--- config.mk ---
export PLATFORM = sky130hd
export DESIGN_NAME = preemptive_priority_scheduler_unit
export DESIGN_NICKNAME = d
export VERILOG_FILES = /design/src/rtl/core/pps_pkg.sv /design/src/rtl/core/pps_ram.sv /design/src/rtl/core/pps_scan.sv /design/src/rtl/core/preemptive_priority_scheduler_unit.sv
export SDC_FILE = /design/constraint.sdc
export NUM_CORES = 2
export LEC_CHECK = 0
export BUFFER_PORTS_ARGS = -buffer_cell sky130_fd_sc_hd__buf_2
export CAP_MARGIN = 20
export CORE_MARGIN = 4
export CORE_UTILIZATION = 40
export DETAILED_ROUTE_END_ITERATION = 10
export GPL_ROUTABILITY_DRIVEN = 0
export PLACE_DENSITY_LB_ADDON = 0.1
export REMOVE_ABC_BUFFERS = 1
export SLEW_MARGIN = 15
export SYNTH_ARGS = -nofsm -noshare
export SYNTH_HDL_FRONTEND = slang
export SYNTH_SLANG_ARGS = --single-unit
--- constraint.sdc ---
create_clock -name clock -period 8.6 [get_ports clock]
set_input_delay 0.86 -clock clock [delete_from_list [all_inputs] [get_ports clock]]
set_output_delay 0.86 -clock clock [all_outputs]
set_load 0.05 [all_outputs]
--- src/rtl/core/pps_pkg.sv ---
package pps_pkg;

   // Table size and the widths that follow from it.
   localparam int MAX_PROCESSES = 16;
   localparam int IDX_W = (MAX_PROCESSES > 1) ? $clog2(MAX_PROCESSES) : 1;
   localparam int CNT_W = $clog2(MAX_PROCESSES + 1);

   // Fixed field widths of the request and response.
   localparam int TIME_W = 16;
   localparam int PRI_W  = 8;
   localparam int RID_W  = 4;

   // Request operation codes.
   localparam logic OP_ADD  = 1'b0;
   localparam logic OP_TICK = 1'b1;

   // One row of the process table.
   typedef struct packed {
      logic              started;
      logic [TIME_W-1:0] arrival;
      logic [TIME_W-1:0] burst;
      logic [TIME_W-1:0] remaining;
      logic [PRI_W-1:0]  priority_level;
      logic [TIME_W-1:0] response;
   } entry_type;

   localparam int ENTRY_W = $bits(entry_type);

   // Status the scan unit hands back to the control.
   typedef struct packed {
      logic             done;
      logic             found;
      logic [IDX_W-1:0] best_id;
   } scan_status_type;

endpackage

--- src/rtl/core/pps_ram.sv ---
module pps_ram #(
   parameter int WIDTH = 8,
   parameter int DEPTH = 16
) (
   input  logic                                          clock,
   input  logic                                          wr_en,
   input  logic [((DEPTH > 1) ? $clog2(DEPTH) : 1)-1:0]  wr_addr,
   input  logic [WIDTH-1:0]                              wr_data,
   input  logic                                          rd_en,
   input  logic [((DEPTH > 1) ? $clog2(DEPTH) : 1)-1:0]  rd_addr,
   output logic [WIDTH-1:0]                              rd_data
);

   logic [WIDTH-1:0] mem_ff [DEPTH];
   logic [WIDTH-1:0] rd_data_ff;

   always_ff @(posedge clock) begin
      if (wr_en) begin
         mem_ff[wr_addr] <= wr_data;
      end
      if (rd_en) begin
         rd_data_ff <= mem_ff[rd_addr];
      end
   end

   assign rd_data = rd_data_ff;

endmodule

--- src/rtl/core/pps_scan.sv ---
module pps_scan import pps_pkg::*; (
   input  logic              clock,
   input  logic              reset,
   input  logic              scan_start,
   input  logic [TIME_W-1:0] now,
   input  logic [CNT_W-1:0]  loaded_count,
   output logic              rd_en,
   output logic [IDX_W-1:0]  rd_addr,
   input  entry_type         rd_data,
   output scan_status_type   status,
   output entry_type         best_entry
);

   logic             active_ff, active_in;
   logic [CNT_W-1:0] issue_ff, issue_in;
   logic             pend_ff, pend_in;
   logic [IDX_W-1:0] pend_id_ff, pend_id_in;
   logic             found_ff, found_in;
   logic [IDX_W-1:0] best_id_ff, best_id_in;
   entry_type        best_ff, best_in;
   logic             ready;
   logic             better;
   logic             done;

   assign rd_en   = active_ff && (issue_ff < loaded_count);
   assign rd_addr = issue_ff[IDX_W-1:0];
   assign done    = active_ff && !rd_en && !pend_ff;

   // A row competes only if it has arrived and still has work. Rows come
   // in index order, so a strict compare keeps the lower id on a full tie.
   assign ready  = (rd_data.remaining != '0) && (rd_data.arrival <= now);
   assign better = !found_ff
                || (rd_data.priority_level < best_ff.priority_level)
                || ((rd_data.priority_level == best_ff.priority_level)
                    && (rd_data.arrival < best_ff.arrival));

   always_comb begin
      active_in  = active_ff;
      issue_in   = issue_ff;
      pend_in    = 1'b0;
      pend_id_in = pend_id_ff;
      found_in   = found_ff;
      best_id_in = best_id_ff;
      best_in    = best_ff;
      if (scan_start) begin
         active_in = 1'b1;
         issue_in  = '0;
         found_in  = 1'b0;
      end else begin
         if (rd_en) begin
            issue_in   = issue_ff + CNT_W'(1);
            pend_in    = 1'b1;
            pend_id_in = issue_ff[IDX_W-1:0];
         end
         if (pend_ff && ready && better) begin
            found_in   = 1'b1;
            best_id_in = pend_id_ff;
            best_in    = rd_data;
         end
         if (done) begin
            active_in = 1'b0;
         end
      end
   end

   always_ff @(posedge clock) begin
      if (reset) begin
         active_ff <= 1'b0;
         pend_ff   <= 1'b0;
         found_ff  <= 1'b0;
         issue_ff  <= '0;
      end else begin
         active_ff <= active_in;
         pend_ff   <= pend_in;
         found_ff  <= found_in;
         issue_ff  <= issue_in;
      end
      pend_id_ff <= pend_id_in;
      best_id_ff <= best_id_in;
      best_ff    <= best_in;
   end

   assign status.done    = done;
   assign status.found   = found_ff;
   assign status.best_id = best_id_ff;
   assign best_entry     = best_ff;

endmodule

--- src/rtl/core/preemptive_priority_scheduler_unit.sv ---
// Preemptive priority scheduler. Requests are taken when start is high and
// busy is low. An add request (operation 0) loads one process into the next
// free row of a sixteen-row table and never raises busy; an add to a full
// table is dropped. A tick request (operation 1) raises busy while the
// table is scanned through its single read port, one row per cycle, and is
// followed by a read-modify-write update of the chosen row, if one was
// found. The time busy stays high grows with the number of loaded rows.
// Each tick gives exactly one response, marked by a one-cycle rsp_valid
// strobe in the same cycle in which busy falls. There is no backpressure on
// the response side: the receiver must capture the response in that cycle.
// Process state lives in one synchronous RAM; rows above the load count are
// never read, so the table needs no clearing after reset.
module preemptive_priority_scheduler_unit import pps_pkg::*; (
   input  logic              clock,
   input  logic              reset,
   input  logic              start,
   output logic              busy,
   input  logic              req_operation,
   input  logic [TIME_W-1:0] req_arrival_time,
   input  logic [TIME_W-1:0] req_burst_length,
   input  logic [PRI_W-1:0]  req_priority_level,
   output logic              rsp_valid,
   output logic [TIME_W-1:0] rsp_tick_time,
   output logic              rsp_idle,
   output logic [RID_W-1:0]  rsp_running_id,
   output logic              rsp_finished,
   output logic [TIME_W-1:0] rsp_completion_time,
   output logic [TIME_W-1:0] rsp_turnaround,
   output logic [TIME_W-1:0] rsp_waiting,
   output logic [TIME_W-1:0] rsp_response,
   output logic              rsp_all_done
);

   typedef enum logic [2:0] {
      ST_IDLE   = 3'b001,
      ST_SCAN   = 3'b010,
      ST_UPDATE = 3'b100
   } state_type;

   state_type         state_ff, state_in;
   logic [TIME_W-1:0] time_ff, time_in;
   logic [CNT_W-1:0]  loaded_ff, loaded_in;
   logic [CNT_W-1:0]  finished_ff, finished_in;

   logic              rsp_valid_ff, rsp_valid_in;
   logic [TIME_W-1:0] rsp_tick_time_ff, rsp_tick_time_in;
   logic              rsp_idle_ff, rsp_idle_in;
   logic [RID_W-1:0]  rsp_running_id_ff, rsp_running_id_in;
   logic              rsp_finished_ff, rsp_finished_in;
   logic [TIME_W-1:0] rsp_completion_time_ff, rsp_completion_time_in;
   logic [TIME_W-1:0] rsp_turnaround_ff, rsp_turnaround_in;
   logic [TIME_W-1:0] rsp_waiting_ff, rsp_waiting_in;
   logic [TIME_W-1:0] rsp_response_ff, rsp_response_in;
   logic              rsp_all_done_ff, rsp_all_done_in;

   logic              accept;
   logic              scan_start;
   logic              wr_en;
   logic [IDX_W-1:0]  wr_addr;
   entry_type         wr_data;
   logic              rd_en;
   logic [IDX_W-1:0]  rd_addr;
   entry_type         rd_data;
   logic [ENTRY_W-1:0] rd_word;
   scan_status_type   scan_status;
   entry_type         best;

   // Figures for the row that runs in the update cycle.
   logic [TIME_W-1:0] rem_next;
   logic [TIME_W-1:0] resp_val;
   logic [TIME_W-1:0] comp_val;
   logic [TIME_W-1:0] tat_val;
   logic              completes;
   entry_type         add_entry;
   entry_type         run_entry;

   assign busy   = (state_ff != ST_IDLE);
   assign accept = start && !busy;
   assign scan_start = accept && (req_operation == OP_TICK);

   assign rem_next  = best.remaining - TIME_W'(1);
   assign resp_val  = best.started ? best.response : (time_ff - best.arrival);
   assign comp_val  = time_ff + TIME_W'(1);
   assign tat_val   = comp_val - best.arrival;
   assign completes = scan_status.found && (rem_next == '0);

   always_comb begin
      add_entry.started        = 1'b0;
      add_entry.arrival        = req_arrival_time;
      add_entry.burst          = req_burst_length;
      add_entry.remaining      = req_burst_length;
      add_entry.priority_level = req_priority_level;
      add_entry.response       = '0;

      run_entry           = best;
      run_entry.started   = 1'b1;
      run_entry.remaining = rem_next;
      run_entry.response  = resp_val;
   end

   always_comb begin
      state_in    = state_ff;
      time_in     = time_ff;
      loaded_in   = loaded_ff;
      finished_in = finished_ff;
      wr_en       = 1'b0;
      wr_addr     = loaded_ff[IDX_W-1:0];
      wr_data     = add_entry;

      rsp_valid_in           = 1'b0;
      rsp_tick_time_in       = rsp_tick_time_ff;
      rsp_idle_in            = rsp_idle_ff;
      rsp_running_id_in      = rsp_running_id_ff;
      rsp_finished_in        = rsp_finished_ff;
      rsp_completion_time_in = rsp_completion_time_ff;
      rsp_turnaround_in      = rsp_turnaround_ff;
      rsp_waiting_in         = rsp_waiting_ff;
      rsp_response_in        = rsp_response_ff;
      rsp_all_done_in        = rsp_all_done_ff;

      case (state_ff)
         ST_IDLE: begin
            if (accept) begin
               if (req_operation == OP_TICK) begin
                  state_in = ST_SCAN;
               end else if (loaded_ff < CNT_W'(MAX_PROCESSES)) begin
                  // A process with no work counts as finished right away.
                  wr_en     = 1'b1;
                  loaded_in = loaded_ff + CNT_W'(1);
                  if (req_burst_length == '0) begin
                     finished_in = finished_ff + CNT_W'(1);
                  end
               end
            end
         end
         ST_SCAN: begin
            if (scan_status.done) begin
               state_in = ST_UPDATE;
            end
         end
         ST_UPDATE: begin
            state_in = ST_IDLE;
            time_in  = comp_val;
            if (scan_status.found) begin
               wr_en   = 1'b1;
               wr_addr = scan_status.best_id;
               wr_data = run_entry;
            end
            if (completes) begin
               finished_in = finished_ff + CNT_W'(1);
            end
            rsp_valid_in           = 1'b1;
            rsp_tick_time_in       = time_ff;
            rsp_idle_in            = !scan_status.found;
            rsp_running_id_in      = scan_status.found ? RID_W'(scan_status.best_id) : '0;
            rsp_finished_in        = completes;
            rsp_completion_time_in = completes ? comp_val : '0;
            rsp_turnaround_in      = completes ? tat_val : '0;
            rsp_waiting_in         = completes ? (tat_val - best.burst) : '0;
            rsp_response_in        = completes ? resp_val : '0;
            rsp_all_done_in        = (finished_in == loaded_ff);
         end
         default: begin
            state_in = ST_IDLE;
         end
      endcase
   end

   always_ff @(posedge clock) begin
      if (reset) begin
         state_ff     <= ST_IDLE;
         time_ff      <= '0;
         loaded_ff    <= '0;
         finished_ff  <= '0;
         rsp_valid_ff <= 1'b0;
      end else begin
         state_ff     <= state_in;
         time_ff      <= time_in;
         loaded_ff    <= loaded_in;
         finished_ff  <= finished_in;
         rsp_valid_ff <= rsp_valid_in;
      end
      rsp_tick_time_ff       <= rsp_tick_time_in;
      rsp_idle_ff            <= rsp_idle_in;
      rsp_running_id_ff      <= rsp_running_id_in;
      rsp_finished_ff        <= rsp_finished_in;
      rsp_completion_time_ff <= rsp_completion_time_in;
      rsp_turnaround_ff      <= rsp_turnaround_in;
      rsp_waiting_ff         <= rsp_waiting_in;
      rsp_response_ff        <= rsp_response_in;
      rsp_all_done_ff        <= rsp_all_done_in;
   end

   // The process table. Writes and scan reads never touch the same row in
   // the same cycle: adds happen only while idle, and the write-back of a
   // tick comes after its scan has finished.
   pps_ram #(
      .WIDTH (ENTRY_W),
      .DEPTH (MAX_PROCESSES)
   ) u_table (
      .clock   (clock),
      .wr_en   (wr_en),
      .wr_addr (wr_addr),
      .wr_data (wr_data),
      .rd_en   (rd_en),
      .rd_addr (rd_addr),
      .rd_data (rd_word)
   );

   assign rd_data = rd_word;

   pps_scan u_scan (
      .clock        (clock),
      .reset        (reset),
      .scan_start   (scan_start),
      .now          (time_ff),
      .loaded_count (loaded_ff),
      .rd_en        (rd_en),
      .rd_addr      (rd_addr),
      .rd_data      (rd_data),
      .status       (scan_status),
      .best_entry   (best)
   );

   assign rsp_valid           = rsp_valid_ff;
   assign rsp_tick_time       = rsp_tick_time_ff;
   assign rsp_idle            = rsp_idle_ff;
   assign rsp_running_id      = rsp_running_id_ff;
   assign rsp_finished        = rsp_finished_ff;
   assign rsp_completion_time = rsp_completion_time_ff;
   assign rsp_turnaround      = rsp_turnaround_ff;
   assign rsp_waiting         = rsp_waiting_ff;
   assign rsp_response        = rsp_response_ff;
   assign rsp_all_done        = rsp_all_done_ff;

   // Every update cycle produces exactly one response strobe.
   a_update_gives_rsp: assert property (@(posedge clock) disable iff (reset)
      (state_ff == ST_UPDATE) |=> rsp_valid)
      else $error("update cycle without a response");

   // A response only follows an update cycle.
   a_rsp_from_update: assert property (@(posedge clock) disable iff (reset)
      rsp_valid |-> ($past(state_ff) == ST_UPDATE))
      else $error("response without an update cycle");

   // More processes can never be finished than were loaded.
   a_count_order: assert property (@(posedge clock) disable iff (reset)
      finished_ff <= loaded_ff)
      else $error("finished count exceeds loaded count");

   // A completion is only reported for a tick that ran a process.
   a_finish_not_idle: assert property (@(posedge clock) disable iff (reset)
      (rsp_valid && rsp_finished) |-> !rsp_idle)
      else $error("completion reported on an idle tick");

endmodule

## After elaboration in Yosys (flattened, before gate mapping)

Memories as Yosys holds them, arrays and structs flattened. A register that Yosys moved wholly into a read port is not among the register bits.
Index checks and enable logic that the tools add are counted.

- Output and inout port bits: 89
- Word-level logic and storage cells: 108
- Memories kept: 1
- Flip-flop bits (word level): 206
- Input port bits: 44
- RAM bits: 1168

- Multiplexer cells: 27
- Bitwise logic cells: 2
- $add $sub $neg: 8
- $lt $le $gt $ge: 5
- Reduce and logical (&&, ||, !) cells: 27
- Eq/ne operators: 12

Memories:

| memory | depth | bits a word | read ports | clocked after memory_dff | wr ports | line | source |
|---|---|---|---|---|---|---|---|
| u_table.mem_ff | 16 | 73 | 1 | 1 | 1 | pps_ram.sv:14 | `logic [WIDTH-1:0] mem_ff [DEPTH];` |

Operators by type and width:

| cell | number |
|---|---|
| $mux W73 | 2 |
| $sub A16 B16 Y16 | 3 |
| $logic_not A16 Y1 | 2 |
| $mux W5 | 6 |
| $add A16 B1 Y16 const B | 1 |
| $le A16 B16 Y1 | 1 |
| $lt A16 B16 Y1 | 1 |
| $mux W16 | 1 |
| $reduce_bool A16 Y1 | 1 |
| $sub A16 B1 Y16 const B | 1 |
| $add A5 B1 Y5 const B | 3 |
| $logic_and A1 B1 Y1 | 10 |
| $mux W1 | 10 |
| $ne A2 B2 Y1 const B | 5 |
| $pmux W5 S2 | 1 |
| $mux W3 | 3 |
| $eq A8 B8 Y1 | 1 |
| $lt A8 B8 Y1 | 1 |
| $mux W4 | 2 |
| $pmux W3 S2 | 1 |
| $eq A5 B5 Y1 | 1 |
| $lt A5 B5 Y1 | 1 |
| $lt A5 B5 Y1 const B | 1 |
| $reduce_and A5 Y1 | 1 |
| other kinds (14) | 21 |

## Logic depth before layout (Yosys ltp)

- Depth after elaboration: 7
- Mapped depth: 20
- Depth with buffers taken out: 20

## By module

From an unflattened synthesis, not the netlist that was laid out.

- Cell total of the unflattened synthesis: 3050
- Area, all modules: 57772.9 µm²

Modules (own cells, without submodules):

| module | area an instance (µm²) | times used | cells each | seq. area each (µm²) |
|---|---|---|---|---|
| pps_ram | 45857.7 | 1 | 1875 | 37265.7 |
| preemptive_priority_scheduler_unit | 7890.1 | 1 | 886 | 3213.1 |
| pps_scan | 4025.1 | 1 | 289 | 2592.5 |

## Least setup slack after synthesis

No wires, ideal clock.

- Path type: flip-flop to flip-flop
- From: register time_ff[9]
- To: register u_scan.best_ff, in the netlist u_scan.best_entry[0], enable pin
- Setup time: 607 ps
- Clock period less this slack: 7919 ps
- Path buffers: 0
- Slack: 681 ps
- Arrival: 7312 ps
- Required time: 7993 ps
- Stages on the path, launching flop included: 11
- Cells stage by stage: dfxtp_1 > inv_1 > ha_1 > a21o_1 > a21o_1 > a21o_1 > a21o_1 > a21o_1 > o311ai_0 > a21oi_1 > nor3_1

- Longest elaborated chain between the ends: 5

Ends and longest elaborated chain:

| element | line | source |
|---|---|---|
| from (decl) | preemptive_priority_scheduler_unit.sv:41 | `logic [TIME_W-1:0] time_ff, time_in;` |
| from (signal assigned) | preemptive_priority_scheduler_unit.sv:178 | `time_ff <= time_in;` |
| $le A16 B16 Y1 | pps_scan.sv:31 | `assign ready = (rd_data.remaining != '0) && (rd_data.arrival <= now);` |
| $logic_and A1 B1 Y1 | pps_scan.sv:31 |  |
| $logic_and A1 B1 Y1 (2 in series) | pps_scan.sv:55 | `if (pend_ff && ready && better) begin` |
| $reduce_and A2 Y1 (no source line) | -- |  |
| to (signal assigned) | pps_scan.sv:80 | `best_ff <= best_in;` |
| to (decl) | pps_scan.sv:20 | `entry_type best_ff, best_in;` |

Every way passes these cells.
A chain may end at the register's enable or synchronous reset.

## Final worst setup path

- From: register time_ff[0]
- To: register rsp_waiting_ff[15], in the netlist rsp_waiting[15], data pin

- Longest elaborated chain between the ends: 3

Ends and longest elaborated chain:

| element | line | source |
|---|---|---|
| $add A16 B1 Y16 | preemptive_priority_scheduler_unit.sv:83 | `assign comp_val = time_ff + TIME_W'(1);` |
| via comp_val[8] | preemptive_priority_scheduler_unit.sv:71 | `logic [TIME_W-1:0] comp_val;` |
| $sub A16 B16 Y16 | preemptive_priority_scheduler_unit.sv:84 | `assign tat_val = comp_val - best.arrival;` |
| via tat_val[13] | preemptive_priority_scheduler_unit.sv:72 | `logic [TIME_W-1:0] tat_val;` |
| $sub A16 B16 Y16 | preemptive_priority_scheduler_unit.sv:159 | `rsp_waiting_in = completes ? (tat_val - best.burst) : '0;` |
| to (signal assigned) | preemptive_priority_scheduler_unit.sv:189 | `rsp_waiting_ff <= rsp_waiting_in;` |
| to (decl) | preemptive_priority_scheduler_unit.sv:52 | `logic [TIME_W-1:0] rsp_waiting_ff, rsp_waiting_in;` |

The timed path passes the listed nets, and every way through them passes these cells.

==> summary.md <==
| Metric | Value |
|---|---|
| Run status | complete, no violations |
| Final worst path period share | between 50 and 60% |
| Number of synthesized flops with an enable pin | ~1400 |
| Post-CTS sizing | 0 |
| Cts-stage hold buffer count | 0 |
| Fin Clk Skew | between 0.03 and 0.04 ns |
| Vias | slightly below 30000 |
| Synthesis-stage register bit count | 1447 |
| Final count of hold timing violations | 0 |
| Core footprint | 142000 um2 |
| Total DRC errors in the routed layout | 0 |
| Cell Count, Final, Fillers Out | 5152 |
| Most used cell along the critical path | ha_1 |
| Wirelength per Cell | ~30 um |
| Final standard cell area without fillers | ~66000 um2 |
| Crit Path Max Fanout | 8 |
| Top cell type's share of synthesized area | between 70% and 80% |
| Final Util | around 46% |
| Number of primary I/O pins | 133 |
| TritonCTS clock tree | yes |
| Longest individual stage delay on the worst path | around 0.58 ns |
| Total placed cells including tap cells | between 4000 and 5000 |
| Required arrival time at the worst endpoint | between 9 and 10 ns |
| Synth Cell Area | ~58000 um2 |
| Maximum achievable frequency | between 0.2 and 0.25 GHz |
| Die area | about 150000 um2 |
| Via count of the first global-routing pass | 30300 |
| Critical Path Sink Type | flop |
| Synthesis Warnings | 0 |
| Main flop type after synthesis | edfxtp_1 |
| RSZ-0062 raised after global routing | false |
| Largest net degree at the start of global routing | 159 |
| Cells taking the most area after synthesis | edfxtp_1, mux4_2, ha_1 |
| Final worst-path setup slack | ~3.6 ns |
| Number of buffers created by CTS | 155 |
| Longest Clk Path Bufs | 3 |
| Fraction of power consumed by the clock network | 44.5% |
| DP HPWL | 90400 um |
| Async SR Flop Fraction | 0% |
| Synth cell count leaders | edfxtp_1, mux4_2, nor2_1, nand2_1, ha_1 |
| Source-to-sink clock delay at the later pin of the worst-skew pair | 0.78 ns |
| Share of total power consumed by net switching | between 10% and 20% |
| Clk sinks | between 1000 and 1500 |
| Top Family by Delay on Critical Path | compound AO/OA/AOI/OAI gates |
| Min-Delay Path Class | flop to flop |
| DIE WIDTH | 387 um |
| Post-place setup slack | ~3.8 ns |
| Classification of the worst setup path | flop to flop |
| Slowest stage cell on the critical path | nor4_1 |
| Initial antenna violation count | 5 |
| Number of post-CTS setup repair buffers | 0 |
| Layout overhead on the synthesized area | 14.7% |
| Type of element launching the critical path | flop |
| Cell at the root of the clock tree | clkbuf_16 |
| Gate Count Post-Synth | roughly 2900 |
| # setup viols final | 0 |
| Number of placement rows | 138 |
| Iteration-0 DRC Markers | 2766 |
| Combinational group share of total power | under 10% |
| Buffers plus inverters on the worst setup path | 0 |
| Cell with the most instances after synthesis | edfxtp_1 |
| Total routing usage reported by global routing | about a fifth |
| Syn_area_per_cell | about 20 um2 |
| Worst slew margin relative to its limit | between 20% and 30% |
| IR drop worst, VDD | ~150 uV |
| Yosys top cell by area | edfxtp_1 |
| CTS clock-pin slew for the worst setup and hold paths | ~0.06 ns |
| Global route overflow | 0 |
| Switching power | around 2.9 mW |
| Distinct cells, synth | 68 |
| Height of the die | 387 um |
| Number of optimization iterations in the first detailed-route pass | 6 |
| Final worst path period need | ~5 ns |
| Internal Dissipation | around 12 mW |
| Mean number of vias per cell | between 5 and 6 |
| Power per unit of standard cell area | between 200 and 250 nW/um2 |
| Maximum Capacitance Violations | 0 |
| Wire length of the first global-routing pass | 223000 um |
| Post-synthesis sequential area ratio | 74.8% |
| Cell chain of the critical path | ha_1, nand3_1, nor4_1, xnor2_1, ha_1, a21o_1, a21o_1, o311a_1, o41ai_1, nand2b_1, a211oi_1, nor2_1, ha_1, o21ai_0, nand2b_1, and3_1, a211oi_1, nor3b_1 |
| Endpoint arrival time on the critical path | 5.44 ns |
| Nets@finish | between 3000 and 4000 |
| Pwr Total | around 14 mW |
| Actual transition at the worst max-transition pin | about 1.2 ns |
| Starting Density | roughly two fifths |
| Max H-tree Level | 4 |
| Final wirelength | ~160000 um |
| Share of post-route cells with drive strength above 1 | between 20% and 30% |
| Leakage power figure | between 20 and 25 nW |
| Dpl cell area | 61100 um2 |
| Sequential Power Share | 53.6% |
| Number of port buffers | roughly 130 |
| Post-detailed-route count of antenna-violating nets | 0 |
| Pins over their slew limit | 0 |
-- stage by stage --
| step | hold WS [ns] | setup TNS [ns] |
|---|---|---|
| global route | 0.421 | 0 |
| global placement | 0.401 | 0 |
| floorplan | 0.400 | -1640.63 |
| detailed placement | 0.405 | 0 |
| finish | 0.418 | 0 |
| CTS | 0.415 | 0 |
-- layout by cell type, fill, tap and decap left out, types with 41 or more instances in the layout --
| cell | count |
|---|---|
| inv_1 | 82 |
| nor2_1 | 108 |
| ha_1 | 94 |
| xnor2_1 | 58 |
| o21ai_0 | 71 |
| clkbuf_16 | 161 |
| buf_4 | 101 |
| buf_2 | 136 |
| a21oi_1 | 67 |
| edfxtp_1 | 1409 |
| clkbuf_1 | 41 |
| mux4_2 | 365 |
| nand2_1 | 106 |
| and2_1 | 42 |
-- cell type report --
| type | count | area (um2) |
|---|---|---|
| Sequential cell | 1447 | 43100 |
| Clock buffer | 209 | 4280 |
| Clock inverter | 70 | 604 |
| Fill cell | 12000 | 76200 |
| Timing Repair Buffer | 240 | 1470 |
| Multi-Input combinational cell | 1207 | 13900 |
| Antenna cell | 4 | 10.0 |
| Tap cell | 1890 | 2360 |
| Inverter | 85 | 327 |
-- cell families (layout without fill, tap and decap cells) --
kind of cell / count (synthesis) / after routing / share of synthesized area [%]
DFF: 1447 / 1447 / 74.8
and+or+nand+nor: 400 / 400 / 3.36
muxes: 374 / 374 / 14.4
AOI/OAI and AO/OA: 253 / 253 / 2.70
buffers and inverters: 200 / 604 / 1.31
adders and majority gates: 97 / 97 / 2.15
xor gates and xnor gates: 83 / 83 / 1.26
other: 0 / 4 / 0
-- state kept, by name, indices dropped and copies added (netlist names), 4 cells and up --
| name | flops |
|---|---|
| u_table.mem_ff | 1168 |
| u_scan.best_entry | 73 |
| u_table.rd_data | 73 |
| rsp_completion_time | 16 |
| rsp_response | 16 |
| rsp_tick_time | 16 |
| rsp_turnaround | 16 |
| rsp_waiting | 16 |
| time_ff | 16 |
| finished_ff | 5 |
| loaded_ff | 5 |
| u_scan.issue_ff | 5 |
| rsp_running_id | 4 |
| u_scan.best_id_ff | 4 |
| u_scan.pend_id_ff | 4 |
-- power groups by stage --
stage | sequential, mW | clock, mW | combinational, mW
CTS | 7.75 | 6.59 | 0.281
global placement | 7.90 | 0 | 0.270
global route | 7.75 | 6.89 | 0.300
finish | 7.75 | 6.43 | 0.277
floorplan | 7.91 | 0 | 0.174
detailed placement | 7.90 | 0 | 0.280
-- final timing paths --
kind / start / depth (start not counted) / slack, ns / endpoint
max: time_ff[0]$_SDFFE_PP0P_ / 18 / 3.65 / rsp_waiting[15]$_SDFFCE_PP0P_
min: u_table.rd_data[1]$_DFFE_PP_ / 0 / 0.42 / u_scan.best_entry[1]$_DFFE_PP_
max reg2reg: time_ff[0]$_SDFFE_PP0P_ / 18 / 3.65 / rsp_waiting[15]$_SDFFCE_PP0P_
min reg2reg: u_table.rd_data[1]$_DFFE_PP_ / 0 / 0.42 / u_scan.best_entry[1]$_DFFE_PP_
-- per-layer routing --
metal	routed length, um	GRT usage (%)	part of all wire (%)
met4	3060	4.96	2.0
met5	0	0	0
met2	72900	32.3	47
met3	10100	3.97	6.5
met1	69900	30.3	45
No activity file was read; power rests on OpenSTA's default activity.
